===== config.mk =====
export PLATFORM = sky130hd
export DESIGN_NAME = windowed_overload_hysteresis_unit
export DESIGN_NICKNAME = d
export VERILOG_FILES = /design/src/rtl/wohu_pkg.sv /design/src/rtl/wohu_met.sv /design/src/rtl/wohu_obuf.sv /design/src/rtl/windowed_overload_hysteresis_unit.sv
export SDC_FILE = /design/constraint.sdc
export NUM_CORES = 1
export LEC_CHECK = 0
export ABC_AREA = 1
export CORE_UTILIZATION = 55
export DETAILED_ROUTE_END_ITERATION = 16
export DONT_BUFFER_PORTS = 1
export PLACE_DENSITY = 0.7
export RECOVER_POWER = 100
export SYNTH_ARGS = -nofsm -noshare
export SYNTH_HDL_FRONTEND = slang
export SYNTH_SLANG_ARGS = --single-unit

===== constraint.sdc =====
create_clock -name i_clk -period 3.6 [get_ports i_clk]
set_clock_uncertainty 0.05 [all_clocks]
set_input_delay 0.18 -clock i_clk [delete_from_list [all_inputs] [get_ports i_clk]]
set_output_delay 0.18 -clock i_clk [all_outputs]
set_load 0.1 [all_outputs]

===== src/rtl/wohu_pkg.sv =====
// ----------------------------------------------------------------------------
// wohu_pkg
// Shared types and constants of the windowed overload hysteresis unit.
// ----------------------------------------------------------------------------
package wohu_pkg;

    // Number of usage metrics: cpu, memory, gpu, gpu memory.
    localparam int unsigned NMET   = 4;
    // Width of one usage sample or limit, tenths of a percent.
    localparam int unsigned SMP_W  = 10;
    // Width of the sample count field.
    localparam int unsigned CNT_W  = 3;
    // Configuration port widths.
    localparam int unsigned ADDR_W = 5;
    localparam int unsigned DATA_W = 32;

    // Metric indexes.
    localparam logic [1:0] MET_CPU  = 2'd0;
    localparam logic [1:0] MET_MEM  = 2'd1;
    localparam logic [1:0] MET_GPU  = 2'd2;
    localparam logic [1:0] MET_GPUM = 2'd3;

    // Address bit 2 picks the lower limit of a metric, bits 4:3 the metric.
    localparam logic LIM_UPPER = 1'b0;
    localparam logic LIM_LOWER = 1'b1;

    // Window status of one metric after this tick's update.
    typedef struct packed {
        logic filled;    // window holds at least one sample
        logic all_high;  // window non-empty and every sample high
        logic all_low;   // every sample low (an empty window counts)
    } t_met_stat;

    // One status word.
    typedef struct packed {
        logic       overloaded;
        logic [3:0] high_mask;
    } t_result;

endpackage


===== src/rtl/wohu_met.sv =====
// ----------------------------------------------------------------------------
// wohu_met
// Window state of one metric: fill count and saturating high and low runs.
// ----------------------------------------------------------------------------
module wohu_met #(
    parameter int unsigned WIN = 8
) (
    input  logic                       i_clk,
    input  logic                       i_rst_n,
    input  logic                       i_upd,
    input  logic [wohu_pkg::SMP_W-1:0] i_sample,
    input  logic [wohu_pkg::SMP_W-1:0] i_upper,
    input  logic [wohu_pkg::SMP_W-1:0] i_lower,
    output wohu_pkg::t_met_stat        o_stat
);
    import wohu_pkg::*;

    localparam int unsigned CW  = $clog2(WIN + 1);
    localparam logic [CW-1:0] CAP = CW'(WIN);

    logic [CW-1:0] r_fill, r_high, r_low;
    logic [CW-1:0] n_fill, n_high, n_low;

    function automatic logic [CW-1:0] sat_inc(input logic [CW-1:0] v);
        return (v >= CAP) ? CAP : v + CW'(1);
    endfunction

    always_comb begin
        n_fill = r_fill;
        n_high = r_high;
        n_low  = r_low;
        if (i_upd) begin
            n_fill = sat_inc(r_fill);
            n_high = (i_sample >= i_upper) ? sat_inc(r_high) : '0;
            n_low  = (i_sample <= i_lower) ? sat_inc(r_low) : '0;
        end
    end

    // Status reflects the window as it stands after this tick.
    assign o_stat.filled   = (n_fill != '0);
    assign o_stat.all_high = (n_fill != '0) && (n_high >= n_fill);
    assign o_stat.all_low  = (n_low >= n_fill);

    always_ff @(posedge i_clk) begin
        if (!i_rst_n) begin
            r_fill <= '0;
            r_high <= '0;
            r_low  <= '0;
        end else begin
            r_fill <= n_fill;
            r_high <= n_high;
            r_low  <= n_low;
        end
    end

endmodule


===== src/rtl/wohu_obuf.sv =====
// ----------------------------------------------------------------------------
// wohu_obuf
// Output register with one skid entry for status words.
// ----------------------------------------------------------------------------
module wohu_obuf (
    input  logic              i_clk,
    input  logic              i_rst_n,
    input  logic              i_push,
    input  wohu_pkg::t_result i_res,
    input  logic              i_stall,
    output logic              o_valid,
    output wohu_pkg::t_result o_res,
    output logic              o_skid_full
);
    import wohu_pkg::*;

    logic    r_vld, r_sk_vld;
    t_result r_head, r_skid;
    logic    pop;

    assign pop = r_vld && !i_stall;

    always_ff @(posedge i_clk) begin
        if (!i_rst_n) begin
            r_vld    <= 1'b0;
            r_sk_vld <= 1'b0;
        end else begin
            if (i_push) begin
                if (!r_vld || (pop && !r_sk_vld)) begin
                    r_vld <= 1'b1;
                end else if (pop) begin
                    r_sk_vld <= 1'b1;
                end else begin
                    r_sk_vld <= 1'b1;
                end
            end else if (pop) begin
                if (r_sk_vld) begin
                    r_sk_vld <= 1'b0;
                end else begin
                    r_vld <= 1'b0;
                end
            end
        end
    end

    always_ff @(posedge i_clk) begin
        if (i_push) begin
            if (!r_vld || (pop && !r_sk_vld)) begin
                r_head <= i_res;
            end else if (pop) begin
                r_head <= r_skid;
                r_skid <= i_res;
            end else begin
                r_skid <= i_res;
            end
        end else if (pop && r_sk_vld) begin
            r_head <= r_skid;
        end
    end

    assign o_valid     = r_vld;
    assign o_res       = r_head;
    assign o_skid_full = r_sk_vld;

endmodule


===== src/rtl/windowed_overload_hysteresis_unit.sv =====
// ----------------------------------------------------------------------------
// windowed_overload_hysteresis_unit
// Windowed overload detector with hysteresis over four usage metrics.
// ----------------------------------------------------------------------------
//
//   Channel   Direction  Handshake          Word
//   --------  ---------  -----------------  -----------------------------------
//   input     in         i_valid / o_stall  four samples and a sample count
//   output    out        o_valid / i_stall  overloaded flag and high mask
//   config    in         APB write / read   eight 10-bit limits, 4-byte stride
//
//   One word is accepted per cycle when no stall is raised.
//   A status word reaches o_valid by way of the input register, one update
//   pass, then the output register; a full skid entry can hold it back.
//   Reset is synchronous, active low: windows empty, regular state, limits
//   at 900 (upper) and 700 (lower).
//   The output register has one skid entry behind it; o_stall rises only when
//   both hold a word and the input register is full.
//
// Operation: each accepted word is first captured in an input register. Once
// the skid is free, the first samples_valid metric windows are updated (fill
// count, run of high samples, run of low samples, each saturating at the window
// length), and the status check runs on the updated windows. In the regular
// state, when every window holds a sample and at least one window is entirely
// high, the block enters overload and sends a word with the mask of windows
// that are entirely high. In overload, once every window is entirely low (an
// empty window counts as low), the block returns to regular and sends a word
// with a zero mask. Ticks with no samples still run the check.
// ----------------------------------------------------------------------------
module windowed_overload_hysteresis_unit #(
    parameter int unsigned CPU_WINDOW  = 8,
    parameter int unsigned MEM_WINDOW  = 8,
    parameter int unsigned GPU_WINDOW  = 8,
    parameter int unsigned GPUM_WINDOW = 8
) (
    input  logic                        i_clk,
    input  logic                        i_rst_n,
    // Input channel
    input  logic                        i_valid,
    output logic                        o_stall,
    input  logic [wohu_pkg::SMP_W-1:0]  i_cpu_sample,
    input  logic [wohu_pkg::SMP_W-1:0]  i_mem_sample,
    input  logic [wohu_pkg::SMP_W-1:0]  i_gpu_sample,
    input  logic [wohu_pkg::SMP_W-1:0]  i_gpum_sample,
    input  logic [wohu_pkg::CNT_W-1:0]  i_samples_valid,
    // Output channel
    output logic                        o_valid,
    input  logic                        i_stall,
    output logic                        o_overloaded,
    output logic [3:0]                  o_high_mask,
    // Configuration port
    input  logic                        psel,
    input  logic                        penable,
    input  logic                        pwrite,
    input  logic [wohu_pkg::ADDR_W-1:0] paddr,
    input  logic [wohu_pkg::DATA_W-1:0] pwdata,
    output logic [wohu_pkg::DATA_W-1:0] prdata,
    output logic                        pready
);
    import wohu_pkg::*;

    localparam int unsigned WIN_LEN [NMET] = '{CPU_WINDOW, MEM_WINDOW,
                                               GPU_WINDOW, GPUM_WINDOW};

    // ------------------------------------------------------------------
    // Configuration registers. Address bits 4:3 select the metric and
    // bit 2 the lower limit; the byte offset bits are ignored.
    // ------------------------------------------------------------------
    logic [SMP_W-1:0] r_upper [NMET];
    logic [SMP_W-1:0] r_lower [NMET];
    logic             cfg_wr;
    logic [1:0]       cfg_met;

    assign pready  = 1'b1;
    assign cfg_wr  = psel && penable && pwrite;
    assign cfg_met = paddr[4:3];

    always_ff @(posedge i_clk) begin
        if (!i_rst_n) begin
            for (int m = 0; m < NMET; m++) begin
                r_upper[m] <= SMP_W'(900);
                r_lower[m] <= SMP_W'(700);
            end
        end else if (cfg_wr) begin
            if (paddr[2] == LIM_LOWER) begin
                r_lower[cfg_met] <= pwdata[SMP_W-1:0];
            end else begin
                r_upper[cfg_met] <= pwdata[SMP_W-1:0];
            end
        end
    end

    always_comb begin
        if (paddr[2] == LIM_UPPER) begin
            prdata = DATA_W'(r_upper[cfg_met]);
        end else begin
            prdata = DATA_W'(r_lower[cfg_met]);
        end
    end

    // ------------------------------------------------------------------
    // Input register. It empties whenever the update pass can place a
    // status word, which only the skid entry being full can block.
    // ------------------------------------------------------------------
    logic             r_in_vld;
    logic [SMP_W-1:0] r_smp [NMET];
    logic [CNT_W-1:0] r_cnt;
    logic             skid_full;
    logic             fire;
    logic             in_acc;

    assign fire    = r_in_vld && !skid_full;
    assign o_stall = r_in_vld && skid_full;
    assign in_acc  = i_valid && !o_stall;

    always_ff @(posedge i_clk) begin
        if (!i_rst_n) begin
            r_in_vld <= 1'b0;
        end else if (in_acc) begin
            r_in_vld <= 1'b1;
        end else if (fire) begin
            r_in_vld <= 1'b0;
        end
    end

    always_ff @(posedge i_clk) begin
        if (in_acc) begin
            r_smp[MET_CPU]  <= i_cpu_sample;
            r_smp[MET_MEM]  <= i_mem_sample;
            r_smp[MET_GPU]  <= i_gpu_sample;
            r_smp[MET_GPUM] <= i_gpum_sample;
            r_cnt           <= i_samples_valid;
        end
    end

    // ------------------------------------------------------------------
    // Metric windows. A count above four reaches every metric, which is
    // the same as four.
    // ------------------------------------------------------------------
    t_met_stat stat [NMET];

    for (genvar g = 0; g < NMET; g++) begin : g_met
        wohu_met #(
            .WIN (WIN_LEN[g])
        ) u_met (
            .i_clk    (i_clk),
            .i_rst_n  (i_rst_n),
            .i_upd    (fire && (r_cnt > CNT_W'(g))),
            .i_sample (r_smp[g]),
            .i_upper  (r_upper[g]),
            .i_lower  (r_lower[g]),
            .o_stat   (stat[g])
        );
    end

    // ------------------------------------------------------------------
    // Hysteresis state and status word.
    // ------------------------------------------------------------------
    logic       r_ovl;
    logic [3:0] mask;
    logic       all_filled;
    logic       all_low;
    logic       go_ovl;
    logic       go_reg;
    t_result    res;

    always_comb begin
        all_filled = 1'b1;
        all_low    = 1'b1;
        for (int m = 0; m < NMET; m++) begin
            mask[m] = stat[m].all_high;
            if (!stat[m].filled) begin
                all_filled = 1'b0;
            end
            if (!stat[m].all_low) begin
                all_low = 1'b0;
            end
        end
    end

    assign go_ovl = fire && !r_ovl && all_filled && (mask != 4'd0);
    assign go_reg = fire && r_ovl && all_low;

    always_ff @(posedge i_clk) begin
        if (!i_rst_n) begin
            r_ovl <= 1'b0;
        end else if (go_ovl) begin
            r_ovl <= 1'b1;
        end else if (go_reg) begin
            r_ovl <= 1'b0;
        end
    end

    assign res.overloaded = go_ovl;
    assign res.high_mask  = go_ovl ? mask : 4'd0;

    t_result out_res;

    wohu_obuf u_obuf (
        .i_clk       (i_clk),
        .i_rst_n     (i_rst_n),
        .i_push      (go_ovl || go_reg),
        .i_res       (res),
        .i_stall     (i_stall),
        .o_valid     (o_valid),
        .o_res       (out_res),
        .o_skid_full (skid_full)
    );

    assign o_overloaded = out_res.overloaded;
    assign o_high_mask  = out_res.high_mask;

endmodule


; Word level (Yosys, flattened, before mapping)
; Memories as Yosys holds them, arrays and structs flattened.
; Index checks and enable logic that the tools add are counted.
; Widths: inputs -> output; s select.
[word_totals]
out_inout_bits = 40
reg_bits = 65
word_cells = 190
n_memories = 3
input_bits = 87
ram_bits = 120
[mem_list]
columns = memory, words, word_bits, rd, rd_ports_with_merged_regs, write_ports, line_no
row1 = r_lower, 4, 10, 5, 0, 4, windowed_overload_hysteresis_unit.sv:70  ; logic [SMP_W-1:0] r_lower [NMET];
row2 = r_smp, 4, 10, 4, 0, 4, windowed_overload_hysteresis_unit.sv:106  ; logic [SMP_W-1:0] r_smp [NMET];
row3 = r_upper, 4, 10, 5, 0, 4, windowed_overload_hysteresis_unit.sv:69  ; logic [SMP_W-1:0] r_upper [NMET];
[op_classes]
add_sub_neg = 12
reduce_logical = 43
n_mux = 74
n_bitwise = 1
magnitude_cmp = 32
n_eq_ne = 4
[ops]
columns = cell, count
row1 = $mux 4, 33
row2 = $add 4x1->4 const B, 12
row3 = $ge 4x4->1 const B, 12
row4 = $ge 10x10->1, 4
row5 = $le 10x10->1, 4
row6 = $ge 4x4->1, 8
row7 = $mux 1, 32
row8 = $mux 10, 3
row9 = $logic_and 1x1->1, 21
row10 = $mux 5, 4
row11 = $reduce_bool 4->1, 5
row12 = $reduce_or 10->1, 2
row13 = $reduce_bool 2->1, 4
row14 = $gt 3x1->1 const B, 2
row15 = $gt 3x2->1 const B, 2
row16 = $reduce_and 2->1, 3
row17 = $logic_not 1->1, 5
row18 = $mux 2, 2
row19 = $ne 2x2->1 const B, 2
row20 = $ne 3x3->1 const B, 1
row21 = $reduce_and 3->1, 1
row22 = $logic_or 1x1->1, 2
row23 = $ne 2x1->1 const B, 1
row24 = $not 1->1, 1

; Logic depth before layout (Yosys ltp)
; Gate-level depths: netlist of run 1.
[logic_depth]
word_depth = 14
depth_mapped = 23

; Cells and area by module
; Synthesis of run 1 repeated with hierarchy kept, for this count alone.
[hier_totals]
cells_unflattened = 1389
hier_area_um2 = 11668.7
[modules_own_cells]
columns = mod, seq_area_each_um2, cells_per_inst, area_per_inst_um2, instances
row1 = wohu_met, 240.2, 209, 1428.9, 4
row2 = windowed_overload_hysteresis_unit, 3733.6, 506, 5440.2, 1
row3 = wohu_obuf, 340.3, 47, 513.0, 1

; Worst setup path before layout of run 1
; Ideal clock, no wire load.
[synth_path]
path_type = register -> register
from = register u_obuf.r_sk_vld, in the netlist u_obuf.o_skid_full
to = register r_cnt[0], enable pin
slack_ns = 0.264
stages_incl_launch_ff = 4
t_arrival_ns = 2.843
required_ns = 3.107
setup_time_ns = 0.443
path_cell_list = dfxtp_1 -> nand2_1 -> inv_1 -> nor2_1
[synth_via]
elab_chain_len = 3
[synth_lines]
columns = element, line_no
row1 = start: declaration, wohu_obuf.sv:17  ; logic r_vld, r_sk_vld;
row2 = start signal: assignment, wohu_obuf.sv:26  ; r_sk_vld <= 1'b0;
row3 = start signal: assignment, wohu_obuf.sv:32  ; r_sk_vld <= 1'b1;
row4 = start signal: assignment, wohu_obuf.sv:34  ; r_sk_vld <= 1'b1;
row5 = $logic_and 1x1->1, windowed_overload_hysteresis_unit.sv:113  ; assign o_stall = r_in_vld && skid_full;
row6 = via o_stall, windowed_overload_hysteresis_unit.sv:40  ; output logic o_stall,
row7 = $logic_not 1->1, windowed_overload_hysteresis_unit.sv:114  ; assign in_acc = i_valid && !o_stall;
row8 = $logic_and 1x1->1, windowed_overload_hysteresis_unit.sv:114
row9 = via in_acc, windowed_overload_hysteresis_unit.sv:110  ; logic in_acc;
row10 = end signal: assignment, windowed_overload_hysteresis_unit.sv:132  ; r_cnt <= i_samples_valid;
row11 = end: declaration, windowed_overload_hysteresis_unit.sv:107  ; logic [CNT_W-1:0] r_cnt;
; The timed path passes the listed nets, and every way through them passes these cells.
; A chain may end at the register's enable or synchronous reset.

==> impl_metrics.py, run 1 <==
metrics = {
    "outcome": {
        "status": "completed",
    },
    "place": {
        "port_buffers": 0,
        "gp_congestion": 0.923,
        "post-dp-hpwl_um": 19400,
        "placed_area_um2": 11400,
        "dp.cells": 1532,
    },
    "yosys": {
        "ys_ff_latch": 185,
        "synth-adder-area-share": 0.153,
        "synth_top_area_cell": "edfxtp_1",
        "synth_mux_area_frac": 0,
        "synth-compound-area-share": 0.106,
        "synth_top_family_by_area": "simple AND/OR/NAND/NOR gates",
        "synth.area.top_cells": "edfxtp_1, ha_1, dfxtp_1, nand2_1, inv_1",
        "synth_ff_type": "edfxtp_1",
        "netlist.area_leader.share": 0.360,
        "async_flop_share": 0,
        "yosys_warnings": 0,
        "avgSynthCellArea_um2": 8.71,
        "synth_cell_type_count": 43,
        "synth-simple-area-share": 0.183,
        "ys_seq_area_frac": 0.454,
        "synth_xor_area_frac": 0.00631,
        "synth_edf_count": 133,
        "synth_area_um2": 11100,
        "synth_cells": 1274,
    },
    "job": {
        "cap_violations": 0,
    },
    "power_and_ir_drop": {
        "cellLeakagePower_nw": 5.69,
        "p_per_area_nw_per_um2": 417,
        "switching_share": 0.307,
        "ir_worst_vdd_mv": 0.320,
        "p_seq_frac": 0.469,
        "switchingPower_mw": 1.61,
        "pwr-share-comb": 0.182,
        "p_int_mw": 3.63,
        "power_frac_clock": 0.350,
        "fin_total_pwr_mw": 5.24,
    },
    "hold_path": {
        "whs_endpoint": "r_upper[0][7]",
        "hp-class": "primary input to register",
        "holdPathStages": 4,
        "min_from": "paddr[3]",
    },
    "cts": {
        "clkSlewWorstSetupHoldPaths_ns": 0.07,
        "numCtsBuffers": 17,
        "htree_levels": 4,
        "cts-root-buf": "clkbuf_16",
        "clock-sinks": 185,
        "clock_latency_ns": 0.44,
        "clockBufferDepth": 2,
        "cts_tree": "done",
    },
    "layout": {
        "areaGrowthSynthToFinish_pct": 13.2,
        "final_cells": 1613,
        "seqCellArea_um2": 5030,
        "diodes": 0,
        "multi_input_area_um2": 5220,
        "fillers": 1679,
        "nNetsFinal": 1558,
        "finalInstanceArea_um2": 12600,
        "final_common_cell": "nand2_1",
        "post_route_cells_drive_above_1_share": 0.0779,
        "layout_common_cells": "nand2_1, inv_1, nor2_1",
    },
    "timing": {
        "period_share": 0.945,
        "hold_viol": 0,
        "tightest_slew_ns": 0.954,
        "setup_viol": 0,
        "finalMaxSlewViolations": 0,
        "fin_crit_ns": 3.40,
        "max_slew_margin": 0.363,
        "clock.fmax_mhz": 294,
    },
    "setup_path": {
        "required_ns": 3.75,
        "start_kind": "register",
        "endpoint_kind": "register",
        "arrival_ns": 3.55,
        "r2r_cells": 20,
        "crit_fanout": 5,
        "r2r_end": "u_obuf.o_res[3]",
        "reg2reg_from": "r_smp[2][9]",
        "r2r_slack_ns": 0.20,
        "path_class": "register to register",
    },
    "floorplanning": {
        "ios": 127,
        "start_util": 0.566,
        "die_area_um2": 20700,
        "std_cell_rows": 51,
        "dieWidth_um": 144,
        "dieHeight_um": 144,
        "core_um2": 19600,
    },
    "grt": {
        "grt_pass1_wl_um": 41200,
        "grt_antenna_before_repair": 0,
        "grt_start_max_net_pins": 56,
        "overflow": 0,
        "grt_pass1_vias": 8167,
        "grtUsageTotal": 0.267,
    },
    "detailed_routing": {
        "num_vias": 8737,
        "wl_um": 26700,
        "drc": 0,
        "drtPass1Iterations": 6,
        "viasPerCell": 5.42,
        "drt-initial-drc-count": 754,
        "wire_per_inst_um": 16.5,
        "ant_nets": 0,
    },
}
## worst max-delay path by stage
stage                                   from  slack (ns)  cells past startpoint              end
after floorplan           u_obuf.o_skid_full        0.26                      3         r_cnt[0]
after global placement           r_smp[2][9]        0.06                     20  u_obuf.o_res[0]
after detailed placement         r_smp[2][9]       -0.03                     21  u_obuf.o_res[3]
after CTS                        r_smp[2][7]        0.04                     21  u_obuf.o_res[2]
after global routing             r_smp[2][9]       -0.04                     20  u_obuf.o_res[0]
final                            r_smp[2][9]        0.20                     20  u_obuf.o_res[3]
## flip-flops by register name, indices dropped and copies added, names as in the netlist
signal,flops
u_obuf.r_skid,5
g_met.u_met.r_low,16
r_upper,40
r_lower,40
r_cnt,3
r_smp,40
u_obuf.o_res,5
r_in_vld,1
r_ovl,1
u_obuf.o_valid,1
g_met.u_met.r_fill,16
u_obuf.o_skid_full,1
g_met.u_met.r_high,16
## worst max-delay path, cell delays in order (launching register included)
cell,delay (ns)
edfxtp_1,0.41
ha_1,0.34
nand2_1,0.12
nor2_4,0.17
nand3_2,0.13
o2111ai_2,0.25
o21ai_4,0.12
nand3b_1,0.12
nand2_1,0.08
ha_1,0.27
a21boi_0,0.16
o21ai_0,0.09
nand2_1,0.06
a21oi_1,0.06
nor2_2,0.15
nand2_2,0.11
nand3_4,0.11
nand2_2,0.06
buf_4,0.17
nand2_1,0.06
nand2_1,0.06
## power by group through the flow
| stage | Sequential (mW) | Combinational [mW] | Clock [mW] |
|---|---|---|---|
| after global routing | 2.47 | 1.05 | 1.93 |
| final | 2.46 | 0.952 | 1.83 |
| after CTS | 2.45 | 0.924 | 1.85 |
| after floorplan | 2.47 | 0.705 | 0 |
| after detailed placement | 2.50 | 0.874 | 0 |
| after global placement | 2.50 | 0.848 | 0 |
## stage by stage
stage	hold WS [ns]	worst slack, ns	util	setup TNS [ns]
6_report	0.0829	0.199	0.641	0
4_1_cts	0.0188	0.0404	0.638	0
2_1_floorplan	0.229	0.264	-	0
3_5_place_dp	0.229	-0.0326	0.584	-0.290
3_3_place_gp	0.229	0.0572	0.584	0
5_1_grt	0.0755	-0.0354	0.641	-0.381
## final cells by class
| class | count | share of cell area |
|---|---|---|
| clock buffers | 17 | 0.0339 |
| clock inverters | 15 | 0.0113 |
| inverters | 211 | 0.0630 |
| multi-input cells | 851 | 0.415 |
| flip-flops and latches | 185 | 0.401 |
| well taps | 265 | 0.0264 |
| repair buffers | 69 | 0.0496 |
## kinds of logic (layout without fill, tap and decap cells)
logic type	Yosys count	count (layout)
and+or+nand+nor	475	475
buffers and inverters	259	312
AOI/OAI and AO/OA	209	209
DFF	185	185
adders and majority gates	136	136
xor gates and xnor gates	8	8
other	2	23
## routing by layer
layer | global-route usage | part of all wire
met1 | 0.379 | 0.46
met2 | 0.407 | 0.44
met3 | 0.0513 | 0.075
met4 | 0.0896 | 0.022
met5 | 0 | 0
## cell usage after synthesis, types with 7 or more instances
cell / n
nand2_1: 217
buf_4: 23
o211ai_1: 10
nand3_1: 51
xor2_1: 7
nand4_1: 15
a31oi_1: 12
edfxtp_1: 133
inv_1: 205
o21ai_0: 67
clkbuf_1: 18
a221oi_1: 9
nor3_1: 9
nor2_1: 147
a21oi_1: 90
nand2_2: 14
ha_1: 136
dfxtp_1: 52
## timing repair
| item | in CTS | in global routing |
|---|---|---|
| hold buffers | 48 | 0 |
| setup buffers | 0 | 1 |
| resized for setup | 2 | 29 |
| endpoints found under the hold margin | 57 | 0 |
| pin swaps | 0 | 8 |
| endpoints found under the setup margin | 15 | 16 |
No activity file was read; power rests on OpenSTA's default activity.
==> inputs of run 2 (changes only) <==
PLACE_DENSITY = not set   (was 0.7)
PLACE_DENSITY_LB_ADDON = 0.08   (was not set)
clock period = 3.1 ns   (was 3.6 ns; I/O delays follow)
==> run 2 against run 1 <==
Compared with the run above:
- the flow now finishes with violations (setup timing)
- die area did not move
- sequential cell count unchanged
- utilization increased by 7.5 points
- highest routed layer unchanged
- non-clock buffer count grew 123
- hold slack worse by 0.012 ns
- critical endpoint is now u_obuf.o_res[1]
- maximum frequency grew 1.5%
- combinational power increased by 47%
- count of clock-buffer cells in the layout rose by 3
- critical path depth is 2 higher
==> impl_metrics.py, run 2 (synthesized netlist as in run 1, its figures left out) <==
metrics = {
    "outcome": {
        "status": "finished, violations left",
        "failed_checks": "setup timing",
    },
    "cts": {
        "clockBufferDepth": 2,
        "numCtsBuffers": 17,
        "clock-sinks": 185,
        "cts-root-buf": "clkbuf_16",
        "clock_latency_ns": 0.44,
        "cts_tree": "done",
        "clkSlewWorstSetupHoldPaths_ns": 0.08,
        "htree_levels": 4,
    },
    "hold_path": {
        "min_from": "pwdata[2]",
        "whs_endpoint": "r_upper[0][2]",
        "hp-class": "primary input to register",
        "holdPathStages": 2,
    },
    "setup_path": {
        "slowest_stage": "edfxtp_1",
        "r2r_slack_ns": -0.25,
        "r2r_cells": 22,
        "crit_fanout": 5,
        "arrival_ns": 3.50,
        "cp_cell_sequence": "buf_6, ha_4, nand2_4, o21ai_2, nand3_1, o2111ai_2, nand3_1, nand2_1, inv_2, ha_4, inv_2, nor2_1, o211ai_1, nand3_1, nand2_2, nor2_4, nand2_2, nand3_4, nand2_2, buf_6, nand2_1, nand2_1",
        "reg2reg_from": "r_smp[0][5]",
        "path_class": "register to register",
        "r2r_end": "u_obuf.o_res[1]",
        "start_kind": "register",
        "required_ns": 3.25,
        "max_stage_delay_ns": 0.48,
        "endpoint_kind": "register",
    },
    "detailed_routing": {
        "wl_um": 29800,
        "wire_per_inst_um": 17.1,
        "drtPass1Iterations": 5,
        "num_vias": 9377,
        "viasPerCell": 5.40,
        "ant_nets": 0,
        "drt-initial-drc-count": 789,
        "drc": 0,
    },
    "floorplanning": {
        "std_cell_rows": 51,
        "start_util": 0.566,
        "ios": 127,
        "core_um2": 19600,
        "die_area_um2": 20700,
        "dieHeight_um": 144,
        "dieWidth_um": 144,
    },
    "place": {
        "post-dp-hpwl_um": 20600,
        "gp_congestion": 0.908,
        "port_buffers": 0,
    },
    "timing": {
        "setup_viol": 22,
        "tightest_slew_ns": 1.15,
        "clock.fmax_mhz": 298,
        "finalMaxSlewViolations": 0,
        "fin_hold_ws_ns": 0.0709,
        "fin_crit_ns": 3.35,
        "layout_setup_ws_ns": -0.251,
        "max_slew_margin": 0.234,
        "period_share": 1.08,
        "hold_viol": 0,
        "rsz0062_at_grt": "true",
    },
    "grt": {
        "grt_pass1_vias": 8610,
        "grt_pass1_wl_um": 44200,
        "grt_antenna_before_repair": 0,
        "grtUsageTotal": 0.287,
        "grt_start_max_net_pins": 56,
        "overflow": 0,
    },
    "power_and_ir_drop": {
        "ir_worst_vdd_mv": 0.358,
        "p_per_area_nw_per_um2": 460,
        "cellLeakagePower_nw": 6.35,
    },
    "job": {
        "cap_violations": 0,
    },
    "layout": {
        "post-route-util": 0.717,
        "diodes": 0,
        "areaGrowthSynthToFinish_pct": 26.5,
        "nNetsFinal": 1681,
        "layout_common_cells": "inv_1, nand2_1, nor2_1",
        "reg_top3": "r_lower (40), r_smp (40), r_upper (40)",
        "post_route_cells_drive_above_1_share": 0.201,
    },
}
==> run 2: changes by cell type in the layout (fill, tap and decap cells not counted), moves of 9 or more <==
cell	change
a21oi_1	-9
a21oi_2	+9
buf_4	+108
ha_1	-17
ha_4	+17
nand2_1	-19
nand2_2	+12
==> run 2: metrics by stage <==
step / power [mW] / worst slack, ns / std cells / area, um^2 / TNS (ns)
2_1_floorplan: 3.69 / 0.0844 / 1295 / 11200 / 0
5_1_grt: 6.70 / -0.460 / 1736 / 14000 / -8.12
3_5_place_dp: 4.04 / -0.587 / 1637 / 12200 / -10.05
4_1_cts: 6.30 / -0.174 / 1722 / 13500 / -2.48
6_report: 6.46 / -0.251 / 1736 / 14000 / -3.51
3_3_place_gp: 4.01 / -0.456 / 1637 / 12200 / -7.18
==> run 2: routing by layer <==
layer,global-route usage,vias to the layer above,share of wire
li1,-,4562,-
met1,0.408,4431,0.45
met2,0.447,346,0.46
met3,0.0553,38,0.069
met4,0.0773,0,0.019
met5,0,-,0
==> run 2: worst max path at each step <==
stage	from	to	slack [ns]	depth (start not counted)
final	r_smp[0][5]	u_obuf.o_res[1]	-0.25	22
after global routing	r_smp[0][5]	u_obuf.o_res[3]	-0.46	22
after CTS	r_smp[2][7]	u_obuf.o_res[1]	-0.17	22
after detailed placement	r_smp[2][9]	u_obuf.o_res[0]	-0.59	20
after global placement	r_smp[2][9]	u_obuf.o_res[4]	-0.46	20
after floorplan	r_smp[1][9]	u_obuf.o_res[0]	0.08	17
==> run 2: where the power goes <==
| part | total [mW] | switching (mW) | leakage [nW] | internal (mW) |
|---|---|---|---|---|
| Sequential | 2.85 | 0.0837 | 1.73 | 2.77 |
| Clock | 2.20 | 1.03 | 0.278 | 1.17 |
| Combinational | 1.40 | 0.897 | 4.35 | 0.508 |
| Total | 6.46 | 2.01 | 6.35 | 4.44 |
==> run 2: area by class of cell <==
type | count | area [um^2]
clock inverter | 12 | 100
sequential | 185 | 5030
tap | 265 | 332
fill | 1501 | 5550
multi-input combinational | 851 | 5720
clock buffer | 20 | 489
timing repair buffer | 192 | 1560
inverter | 211 | 795
==> run 2: worst max-delay path, delay by kind of cell, from the launching register on <==
family          cells  cell delay (ns)
compound gates      3             0.34
buf+inv             4             0.42
simple gates       13             1.29
fa+ha+maj           2             0.53
flops               1             0.48
==> run 2: timing repair <==
item | CTS | global route
endpoints found under the setup margin | 23 | 23
gates resized for setup | 43 | 92
hold endpoints to repair | 57 | 0
pin swaps | 23 | 63
hold buffers | 48 | 0
buffers inserted | 6 | 14
